File: src/rtl/pds_pkg.sv
// Package for the percent decoder stream: character codes, hex helpers,
// held-state enum and the queue entry type. No dependencies.
`default_nettype none

package pds_pkg;

  localparam logic [7:0] CH_PERCENT = 8'h25;
  localparam logic [7:0] CH_PLUS    = 8'h2B;
  localparam logic [7:0] CH_SPACE   = 8'h20;
  localparam logic [7:0] CH_ZERO    = 8'h30;
  localparam logic [7:0] CH_NINE    = 8'h39;
  localparam logic [7:0] CH_LC_A    = 8'h61;
  localparam logic [7:0] CH_LC_F    = 8'h66;
  localparam logic [7:0] CH_UC_A    = 8'h41;
  localparam logic [7:0] CH_UC_F    = 8'h46;
  localparam logic [7:0] HEX_TEN    = 8'd10;

  localparam logic [15:0] CAP_RESET = 16'hFFFF;
  localparam int unsigned QUEUE_DEPTH = 4;
  localparam int unsigned MAX_RES = 3;

  typedef enum logic [1:0] {
    HELD_NONE,
    HELD_PCT,
    HELD_DIGIT
  } held_t;

  // One accepted item's worth of results, in order.
  typedef struct packed {
    logic [1:0]                 nres;
    logic [MAX_RES-1:0][7:0]    bytes;
    logic [MAX_RES-1:0]         term;
  } entry_t;

  function automatic logic is_hex(input logic [7:0] c);
    logic r;
    r = ((c >= CH_ZERO) && (c <= CH_NINE)) ||
        ((c >= CH_LC_A) && (c <= CH_LC_F)) ||
        ((c >= CH_UC_A) && (c <= CH_UC_F));
    return r;
  endfunction

  function automatic logic [3:0] hex_val(input logic [7:0] c);
    logic [7:0] v;
    if (c >= CH_LC_A) begin
      v = c - CH_LC_A + HEX_TEN;
    end else if (c >= CH_UC_A) begin
      v = c - CH_UC_A + HEX_TEN;
    end else begin
      v = c - CH_ZERO;
    end
    return v[3:0];
  endfunction

endpackage

`default_nettype wire

File: src/rtl/pds_front.sv
// Front end: accepts source items, tracks escape state and the emitted count,
// and pushes the surviving results of each item as one queue entry. Uses pds_pkg.
`default_nettype none

module pds_front import pds_pkg::*; (
  input  wire logic        clk,
  input  wire logic        rst_n,
  input  wire logic        accept,
  input  wire logic [7:0]  in_byte,
  input  wire logic        in_is_end,
  input  wire logic [15:0] capacity,
  output entry_t           entry,
  output logic             push
);

  held_t       held_r, held_nxt;
  logic [7:0]  digit_r, digit_nxt;
  logic [15:0] ecount_r, ecount_nxt;

  logic [MAX_RES-1:0][7:0] cand;
  logic [1:0]  ncand;
  logic        fresh_emit;
  logic [7:0]  fresh_byte;
  logic [16:0] lim, used, diff;
  logic [1:0]  room, kept;

  always_ff @(posedge clk) begin
    if (!rst_n) begin
      held_r   <= HELD_NONE;
      ecount_r <= '0;
    end else begin
      held_r   <= held_nxt;
      ecount_r <= ecount_nxt;
    end
  end

  always_ff @(posedge clk) begin
    digit_r <= digit_nxt;
  end

  always_comb begin
    fresh_emit = (in_byte != CH_PERCENT);
    fresh_byte = (in_byte == CH_PLUS) ? CH_SPACE : in_byte;
    cand       = '0;
    ncand      = 2'd0;
    held_nxt   = held_r;
    digit_nxt  = digit_r;

    if (in_is_end) begin
      cand[0]  = CH_PERCENT;
      cand[1]  = digit_r;
      ncand    = (held_r == HELD_DIGIT) ? 2'd2 : ((held_r == HELD_PCT) ? 2'd1 : 2'd0);
      held_nxt = HELD_NONE;
    end else begin
      unique case (held_r)
        HELD_PCT: begin
          if (is_hex(in_byte)) begin
            held_nxt  = HELD_DIGIT;
            digit_nxt = in_byte;
          end else begin
            cand[0]  = CH_PERCENT;
            cand[1]  = fresh_byte;
            ncand    = fresh_emit ? 2'd2 : 2'd1;
            held_nxt = fresh_emit ? HELD_NONE : HELD_PCT;
          end
        end
        HELD_DIGIT: begin
          if (is_hex(in_byte)) begin
            cand[0]  = {hex_val(digit_r), hex_val(in_byte)};
            ncand    = 2'd1;
            held_nxt = HELD_NONE;
          end else begin
            cand[0]  = CH_PERCENT;
            cand[1]  = digit_r;
            cand[2]  = fresh_byte;
            ncand    = fresh_emit ? 2'd3 : 2'd2;
            held_nxt = fresh_emit ? HELD_NONE : HELD_PCT;
          end
        end
        default: begin
          cand[0]  = fresh_byte;
          ncand    = fresh_emit ? 2'd1 : 2'd0;
          held_nxt = fresh_emit ? HELD_NONE : HELD_PCT;
        end
      endcase
    end

    // Room left before the destination is full, clipped to three.
    lim  = {1'b0, capacity};
    used = {1'b0, ecount_r} + 17'd1;
    diff = lim - used;
    if (used < lim) begin
      room = (diff > 17'd3) ? 2'd3 : diff[1:0];
    end else begin
      room = 2'd0;
    end
    kept = (ncand < room) ? ncand : room;

    for (int k = 0; k < MAX_RES; k++) begin
      entry.bytes[k] = (2'(k) < kept) ? cand[k] : 8'h00;
      entry.term[k]  = in_is_end && (2'(k) == kept);
    end
    entry.nres = kept + {1'b0, in_is_end};
    push       = accept && (entry.nres != 2'd0);

    if (!accept) begin
      held_nxt   = held_r;
      digit_nxt  = digit_r;
      ecount_nxt = ecount_r;
    end else if (in_is_end) begin
      ecount_nxt = '0;
    end else begin
      ecount_nxt = ecount_r + {14'd0, kept};
    end
  end

endmodule

`default_nettype wire

File: src/rtl/pds_queue.sv
// Short entry queue between the front and back ends.
// Register array with a combinational head read. Uses pds_pkg.
`default_nettype none

module pds_queue import pds_pkg::*; #(
  parameter int unsigned DEPTH = QUEUE_DEPTH
) (
  input  wire logic clk,
  input  wire logic rst_n,
  input  wire logic push,
  input  entry_t    wr_entry,
  input  wire logic pop,
  output entry_t    head,
  output logic      empty,
  output logic      full
);

  localparam int unsigned PW = (DEPTH > 1) ? $clog2(DEPTH) : 1;
  localparam int unsigned CW = $clog2(DEPTH + 1);

  entry_t          mem_r [DEPTH];
  logic [PW-1:0]   wr_ptr_r, wr_ptr_nxt;
  logic [PW-1:0]   rd_ptr_r, rd_ptr_nxt;
  logic [CW-1:0]   count_r, count_nxt;
  logic            do_push, do_pop;

  assign empty   = (count_r == CW'(0));
  assign full    = (count_r == CW'(DEPTH));
  assign head    = mem_r[rd_ptr_r];
  assign do_push = push && !full;
  assign do_pop  = pop && !empty;

  always_comb begin
    wr_ptr_nxt = wr_ptr_r;
    rd_ptr_nxt = rd_ptr_r;
    if (do_push) begin
      wr_ptr_nxt = (wr_ptr_r == PW'(DEPTH - 1)) ? '0 : wr_ptr_r + PW'(1);
    end
    if (do_pop) begin
      rd_ptr_nxt = (rd_ptr_r == PW'(DEPTH - 1)) ? '0 : rd_ptr_r + PW'(1);
    end
    count_nxt = count_r + CW'(do_push) - CW'(do_pop);
  end

  always_ff @(posedge clk) begin
    if (!rst_n) begin
      wr_ptr_r <= '0;
      rd_ptr_r <= '0;
      count_r  <= '0;
    end else begin
      wr_ptr_r <= wr_ptr_nxt;
      rd_ptr_r <= rd_ptr_nxt;
      count_r  <= count_nxt;
    end
  end

  always_ff @(posedge clk) begin
    if (do_push) begin
      mem_r[wr_ptr_r] <= wr_entry;
    end
  end

endmodule

`default_nettype wire

File: src/rtl/pds_back.sv
// Back end: walks the head queue entry one result per cycle, while out_stall
// is low, into the output register. Uses pds_pkg.
`default_nettype none

module pds_back import pds_pkg::*; (
  input  wire logic       clk,
  input  wire logic       rst_n,
  input  entry_t          head,
  input  wire logic       empty,
  output logic            pop,
  output logic            out_valid,
  input  wire logic       out_stall,
  output logic [7:0]      out_byte,
  output logic            out_is_terminator,
  output logic            out_run_last
);

  logic [1:0] pos_r, pos_nxt;
  logic       valid_r, valid_nxt;
  logic [7:0] byte_r, byte_nxt;
  logic       term_r, term_nxt;
  logic       last_r, last_nxt;
  logic       advance, at_last;

  assign advance = !valid_r || !out_stall;
  assign at_last = (pos_r == head.nres - 2'd1);

  always_comb begin
    pos_nxt   = pos_r;
    valid_nxt = valid_r;
    byte_nxt  = byte_r;
    term_nxt  = term_r;
    last_nxt  = last_r;
    pop       = 1'b0;
    if (advance) begin
      valid_nxt = !empty;
      if (!empty) begin
        byte_nxt = head.bytes[pos_r];
        term_nxt = head.term[pos_r];
        last_nxt = at_last;
        pop      = at_last;
        pos_nxt  = at_last ? 2'd0 : pos_r + 2'd1;
      end
    end
  end

  always_ff @(posedge clk) begin
    if (!rst_n) begin
      pos_r   <= '0;
      valid_r <= 1'b0;
    end else begin
      pos_r   <= pos_nxt;
      valid_r <= valid_nxt;
    end
  end

  always_ff @(posedge clk) begin
    byte_r <= byte_nxt;
    term_r <= term_nxt;
    last_r <= last_nxt;
  end

  assign out_valid         = valid_r;
  assign out_byte          = byte_r;
  assign out_is_terminator = term_r;
  assign out_run_last      = last_r;

endmodule

`default_nettype wire

File: src/rtl/percent_decoder_stream_top.sv
// Top level of the streaming URL percent decoder.
// Instantiates pds_front, pds_queue and pds_back; uses pds_pkg.
//
//   channel | signals                                   | dir | handshake
//   --------+-------------------------------------------+-----+--------------------
//   in      | in_byte[7:0], in_is_end                   | in  | in_valid / in_stall
//   out     | out_byte[7:0], out_is_terminator,         | out | out_valid / out_stall
//           | out_run_last                              |     |
//   cfg     | cfg_data[15:0] (destination capacity)     | in  | cfg_valid / cfg_ready
//
// One item is taken per cycle while the entry queue has room; the front end
// classifies it in that cycle. The back end gives one result item per cycle
// while out_stall is low, showing an item's k results in turn (k is 0 to 3).
// The first result of an item is written into the queue at its acceptance
// edge and passes from there into the output register. rst_n is synchronous:
// it empties the queue and the output register, clears the escape state and
// the emitted count and sets the capacity to 65535. in_stall rises only while
// the queue is full.
`default_nettype none

module percent_decoder_stream_top import pds_pkg::*; #(
  parameter int unsigned QDEPTH = QUEUE_DEPTH
) (
  input  wire logic        clk,
  input  wire logic        rst_n,
  input  wire logic        in_valid,
  output logic             in_stall,
  input  wire logic [7:0]  in_byte,
  input  wire logic        in_is_end,
  output logic             out_valid,
  input  wire logic        out_stall,
  output logic [7:0]       out_byte,
  output logic             out_is_terminator,
  output logic             out_run_last,
  input  wire logic        cfg_valid,
  output logic             cfg_ready,
  input  wire logic [15:0] cfg_data
);

  logic [15:0] capacity_r, capacity_nxt;
  logic        in_accept;
  entry_t      fe_entry, q_head;
  logic        fe_push, q_pop, q_empty, q_full;

  // Capacity writes must arrive only while idle; unenforced, they are taken at once.
  assign cfg_ready    = 1'b1;
  assign capacity_nxt = (cfg_valid && cfg_ready) ? cfg_data : capacity_r;

  always_ff @(posedge clk) begin
    if (!rst_n) begin
      capacity_r <= CAP_RESET;
    end else begin
      capacity_r <= capacity_nxt;
    end
  end

  // Hold the source off only while the queue cannot take another entry.
  assign in_stall  = q_full;
  assign in_accept = in_valid && !in_stall;

  pds_front u_front (
    .clk       (clk),
    .rst_n     (rst_n),
    .accept    (in_accept),
    .in_byte   (in_byte),
    .in_is_end (in_is_end),
    .capacity  (capacity_r),
    .entry     (fe_entry),
    .push      (fe_push)
  );

  pds_queue #(
    .DEPTH (QDEPTH)
  ) u_queue (
    .clk      (clk),
    .rst_n    (rst_n),
    .push     (fe_push),
    .wr_entry (fe_entry),
    .pop      (q_pop),
    .head     (q_head),
    .empty    (q_empty),
    .full     (q_full)
  );

  pds_back u_back (
    .clk               (clk),
    .rst_n             (rst_n),
    .head              (q_head),
    .empty             (q_empty),
    .pop               (q_pop),
    .out_valid         (out_valid),
    .out_stall         (out_stall),
    .out_byte          (out_byte),
    .out_is_terminator (out_is_terminator),
    .out_run_last      (out_run_last)
  );

endmodule

`default_nettype wire

File: config.mk
export PLATFORM = sky130hd
export DESIGN_NAME = percent_decoder_stream_top
export DESIGN_NICKNAME = d
export VERILOG_FILES = /design/src/rtl/pds_pkg.sv /design/src/rtl/pds_front.sv /design/src/rtl/pds_queue.sv /design/src/rtl/pds_back.sv /design/src/rtl/percent_decoder_stream_top.sv
export SDC_FILE = /design/constraint.sdc
export NUM_CORES = 1
export LEC_CHECK = 0
export BUFFER_PORTS_ARGS = -buffer_cell sky130_fd_sc_hd__buf_4
export CAP_MARGIN = 30
export CORE_MARGIN = 2
export CORE_UTILIZATION = 49
export CTS_BUF_LIST = sky130_fd_sc_hd__clkbuf_8 sky130_fd_sc_hd__clkbuf_16
export DETAILED_ROUTE_END_ITERATION = 6
export GPL_ROUTABILITY_DRIVEN = 0
export GPL_TIMING_DRIVEN = 0
export PLACE_DENSITY_LB_ADDON = 0.15
export RECOVER_POWER = 25
export REMOVE_ABC_BUFFERS = 1
export SKIP_LAST_GASP = 1
export SYNTH_ARGS = -nofsm -noshare
export SYNTH_HDL_FRONTEND = slang
export SYNTH_SLANG_ARGS = --single-unit
File: constraint.sdc
create_clock -name clk -period 5.7 [get_ports clk]
set_input_delay 1.14 -clock clk [delete_from_list [all_inputs] [get_ports clk]]
set_output_delay 1.14 -clock clk [all_outputs]
set_load 0.05 [all_outputs]
Yosys cells after proc, flatten, opt, wreduce, memory -nomap -nowiden
Memories as Yosys holds them, arrays and structs flattened. A register that Yosys moved wholly into a read port is not among the register bits.
Index checks and enable logic that the tools add are counted.
{"block": "classes", "n_bitwise": 2, "muxes": 47, "reduce_logical": 22, "addsub": 20, "n_lt_le_gt_ge": 15, "n_eq_ne": 10}
{"cell": "16-bit 2-to-1 mux", "count": 4}
{"cell": "8-bit 2-to-1 mux", "count": 8}
{"cell": "8-bit by 7-bit >= comparator with 1-bit output, second input constant", "count": 4}
{"cell": "2-bit 2-to-1 mux", "count": 16}
{"cell": "8-bit case mux with 2 select lines", "count": 2}
{"cell": "4-bit by 1-bit subtractor with 4-bit output, second input constant", "count": 6}
{"cell": "16-bit by 1-bit adder with 17-bit output, second input constant", "count": 1}
{"cell": "17-bit by 2-bit greater-than comparator with 1-bit output, second input constant", "count": 1}
{"cell": "17-bit by 16-bit less-than comparator with 1-bit output", "count": 1}
{"cell": "16-bit by 17-bit subtractor with 17-bit output", "count": 1}
{"cell": "16-bit by 2-bit adder with 16-bit output", "count": 1}
{"cell": "4-bit adder, second input constant", "count": 4}
{"cell": "8-bit binary-select mux with 2-bit select", "count": 1}
{"cell": "8-bit by 7-bit <= comparator with 1-bit output, second input constant", "count": 2}
{"cell": "4-bit 2-to-1 mux", "count": 4}
{"cell": "1-bit logical AND", "count": 10}
{"cell": "1-bit 2-to-1 mux", "count": 9}
{"cell": "8-bit by 6-bit equality test with 1-bit output, second input constant", "count": 1}
{"cell": "8-bit by 6-bit >= comparator with 1-bit output, second input constant", "count": 1}
{"cell": "8-bit by 6-bit <= comparator with 1-bit output, second input constant", "count": 1}
{"cell": "8-bit by 6-bit != test with 1-bit output, second input constant", "count": 1}
{"cell": "2-bit case mux with 2 select lines", "count": 2}
{"cell": "2-bit by 1-bit adder with 2-bit output, second input constant", "count": 3}
{"cell": "2-bit equality test, second input constant", "count": 3}
{"cell": "other kinds (22)", "count": 29}
{"block": "word_totals", "in_bits": 30, "ram_bits": 116, "word_cells": 129, "output_inout_bits": 13, "memories": 1, "regBits": 62}
{"name": "u_queue.mem_r", "words": 4, "word_bits": 29, "rd": 1, "rd_clocked_by_memory_dff": 1, "wr": 1, "line_no": "pds_queue.sv:21", "rtl": "entry_t mem_r [DEPTH];"}

Longest topological paths before layout
{"block": "logic_depth", "depth_word": 15, "depth_mapped": 29, "ltp_nobuf": 28}

Hierarchy
Synthesis repeated with hierarchy kept, for this count alone.
{"block": "hier_totals", "hier_cells": 778, "area_unflattened_um2": 9273.9}
{"mod": "pds_queue", "instances": 1, "area_each_um2": 4678.2, "cells_each": 204, "seq_area_each_um2": 3663.5}
{"mod": "pds_front", "instances": 1, "area_each_um2": 3321.9, "cells_each": 456, "seq_area_each_um2": 600.6}
{"mod": "pds_back", "instances": 1, "area_each_um2": 675.6, "cells_each": 63, "seq_area_each_um2": 360.3}
{"mod": "percent_decoder_stream_top", "instances": 1, "area_each_um2": 598.1, "cells_each": 55, "seq_area_each_um2": 320.3}

Least setup slack after synthesis
Ideal clock, no wire load.
{"block": "synth_timing", "kind": "register to register", "start": "register u_front.ecount_r[3]", "end": "memory u_queue.mem_r[3][0] (netlist bit) (enable)", "setup_ns": 0.389, "t_arrival_ns": 5.752, "period_less_slack_ns": 6.141, "path_buffers": 1, "required_ns": 5.311, "path_stages_with_launch": 25, "slack_ns": -0.441, "cell_sequence": "dfxtp_1 > clkbuf_1 > and4_1 > nand3_1 > nor3_1 > nand3_1 > xor2_1 > ha_1 > a21oi_1 > o21a_1 > o22ai_1 > a211o_1 > nor4_2 > nand4_2 > nor2_1 > a31o_2 > ha_1 > o21ai_0 > nor4b_4 > nor2_1 > ha_1 > xor2_1 > nor2_1 > nor2_1 > and2_1"}
{"item": "start, declared", "line_no": "pds_front.sv:18", "rtl": "logic [15:0] ecount_r, ecount_nxt;"}
{"item": "start signal, assigned", "line_no": "pds_front.sv:33", "rtl": "ecount_r <= ecount_nxt;"}
{"item": "end, declared", "line_no": "pds_queue.sv:21"}

==> results.tsv <==
stage	metric	value	unit
critical_path	reg2reg start	u_front.ecount_r[3]	
logic_synthesis	Seq/Total Area, Yosys	52.9	%
detailed_routing	vias	6551	
logic_synthesis	Synth Register Bits	180	
clocking	clock sinks	180	
logic_synthesis	Avg Inst Size Synth	11.8	um^2
floorplan	Starting Density	50.0	%
critical_path	startpoint types	register	
timing	slew margin rel.	-19.5	%
min_path	hold path start	u_back.out_valid	
logic_synthesis	synth unique cells	77	
critical_path	Crit Path Category	register to register	
clocking	H-tree depth	4	
detailed_routing	drt first pass iters	6	
timing	Hold Vio Cnt, Final	0	
power	IR drop worst, VDD	0.222	mV
placement	hpwl dp	13.6	mm
timing	fin. max-slew vios	45	
clocking	clk buf depth	2	
critical_path	crit-path max FO	8	
detailed_routing	DRC viols	0	
logic_synthesis	Synth area leaders	edfxtp_1 (43%), dfxtp_1 (9.9%), mux4_2 (7.0%)	
run_status	status	finished, violations left	
floorplan	Core ar.	18700	um^2
logic_synthesis	number of flops mapped to enable cells by yosys	134	
finish	fin area	11000	um^2
logic_synthesis	Synth Cell Area	9350	um^2
critical_path	Critical Path RT	6.02	ns
finish	leading cell type in the layout, fill and taps excluded	edfxtp_1	
floorplan	number of top-level pins	43	
clocking	TritonCTS Buffers	17	
critical_path	Worst Path Arrival	5.84	ns
timing	crit share post-route	96.9	%
logic_synthesis	post-synth top area share	43.0	%
logic_synthesis	Gate Count Post-Synth	790	
detailed_routing	Routed met1 length	9.35	mm
floorplan	width of the die	142	um
detailed_routing	metal2 WL	10.3	mm
run_status	failing checks	max-capacitance violations, max-slew violations	
detailed_routing	DR WL met3	1.06	mm
finish	antenna cells	0	
timing	Period minus WS final	5.52	ns
floorplan	die area	20200	um^2
grt	initial antenna violation count	0	
logic_synthesis	Post-synth ARST share	0	%
logic_synthesis	top cell type by total area after synthesis	edfxtp_1	
clocking	Root Buffer	clkbuf_16	
timing	measured slew at the worst slew-check pin	1.79	ns
detailed_routing	Initial DRC Count	492	
floorplan	Site Rows	50	
clocking	Skew-Pair Late Insertion Delay	0.43	ns
critical_path	CP startpoint	u_front.ecount_r[3]	
detailed_routing	DR vias/cell	6.05	
critical_path	Crit. End Element	register	
clocking	Worst-path clk slew	0.07	ns
clocking	CTS tree	built	
grt	total track usage	20.9	%
logic_synthesis	Post-synth top flop	edfxtp_1	
timing	FMAX	0.181	GHz
min_path	Min-Delay Path Class	register to register	
critical_path	CP max stage cell	dfxtp_4	
run	Max Cap Viol	1	
finish	Synth-to-Final Area Change	17.4	%
logic_synthesis	Ys Warns	0	
critical_path	Largest stage delay, worst path	0.40	ns
finish	share of layout cells above drive strength 1	21.6	%
detailed_routing	routed len/inst	19.4	um
finish	most frequent cells in the layout	edfxtp_1 (134), nand2_1 (63), o21ai_0 (46), inv_1 (36), dfxtp_1 (36)	
floorplan	Die Height	142	um
grt	vias in the first global route	6288	
timing	hold slack	0.488	ns
timing	Layout Skew	0.00762	ns
grt	gr ovfl total	0	
placement	Post-DP Area	9840	um^2
detailed_routing	Routed WL	21.0	mm
placement	IO buf count	41	
detailed_routing	Top Metal Used	met4	
power	Leakage	0.00384	uW
timing	Setup Viol. Count Final	0	
detailed_routing	antenna-violating nets left	0	
finish	Nets	906	
power	PwrDens	329	nW/um^2
grt	global-route wire length before repair	32.9	mm
grt	largest net degree at the start of global routing	45	
[cell usage after synthesis, types with 11 or more instances]
| library cell | n |
|---|---|
| edfxtp_1 | 134 |
| nand2_1 | 66 |
| o21ai_0 | 50 |
| dfxtp_1 | 46 |
| ha_1 | 38 |
| a21oi_1 | 36 |
| inv_1 | 36 |
| nor2_1 | 36 |
| mux4_2 | 29 |
| clkbuf_1 | 28 |
| mux2i_1 | 28 |
| nor3_1 | 20 |
| and2_1 | 19 |
| nor2b_1 | 16 |
| nand3_1 | 15 |
| xnor2_1 | 13 |
| xor2_1 | 12 |
| a22o_1 | 11 |
| a31oi_1 | 11 |
| and3_1 | 11 |
| nand2b_1 | 11 |
| o22ai_1 | 11 |
[where the power goes]
| part | switching [uW] | total, uW | internal [uW] |
|---|---|---|---|
| combinational | 510 | 821 | 311 |
| clock | 548 | 1170 | 622 |
| sequential | 66.1 | 1620 | 1550 |
[cells by family after synthesis]
logic type	Yosys count	share of synthesized area, %
simple gates	237	13.7
compound gates	174	11.9
flops	180	52.9
buf+inv	72	2.98
xor+xnor	25	2.34
other cells	1	0.0401
mux	60	10.3
fa+ha+maj	41	5.73
[sequential cells by signal (all words and copies together) (netlist names), named ones only]
name / cells
capacity_r: 16
u_front.ecount_r: 16
u_back.out_byte: 8
u_back.out_is_terminator: 1
u_front.held_r: 2
u_back.out_run_last: 1
u_queue.wr_ptr_r: 2
u_queue.rd_ptr_r: 2
u_front.digit_r: 8
u_queue.mem_r: 116
u_back.out_valid: 1
u_back.pos_r: 2
u_queue.count_r: 3
[area by class of cell]
cell class	instances	area (um^2)
clock buffers	17	425
multi-input cells	538	4560
flip-flops and latches	180	4970
inverters	36	135
clock inverters	15	171
well taps	234	293
fillers	1489	7730
repair buffers	62	422
[per-layer routing]
layer	vias to the layer above	global-route usage (%)
li1	3076	-
met1	3247	28.4
met2	207	34.6
met3	21	3.47
met4	0	6.53
met5	-	0
[worst max-delay path, delay by kind of cell, from the launching register on]
family / cells / cell delay, ns
AOI/OAI and AO/OA: 3 / 0.63
adders and majority gates: 5 / 1.30
DFF: 1 / 0.40
xor gates and xnor gates: 4 / 0.59
and+or+nand+nor: 14 / 2.28
buffers and inverters: 2 / 0.20
[final timing paths]
check | slack, ns | cells past startpoint | end
max | 0.18 | 28 | u_queue.count_r[2]
min | 0.49 | 2 | u_back.out_valid
max reg2reg | 0.18 | 28 | u_queue.count_r[2]
min reg2reg | 0.49 | 2 | u_back.out_valid
[stage by stage]
stage | power, uW | instances | setup TNS [ns] | setup slack (ns) | util [%]
global route | 3770 | 1082 | -5.84 | -0.108 | 58.7
CTS | 3650 | 1070 | 0 | 0.00363 | 56.7
floorplan | 2240 | 754 | -46.30 | -0.395 | -
global placement | 2460 | 1029 | -222.96 | -1.84 | 52.4
detailed placement | 2480 | 1031 | -183.77 | -1.50 | 52.6
finish | 3610 | 1082 | 0 | 0.175 | 58.7
[repair_timing]
action,CTS,global route
buffers inserted,7,12
setup endpoints to repair,140,129
pin swaps,8,26
hold buffers,0,0
resized for setup,40,61
No activity file was read; power rests on OpenSTA's default activity.
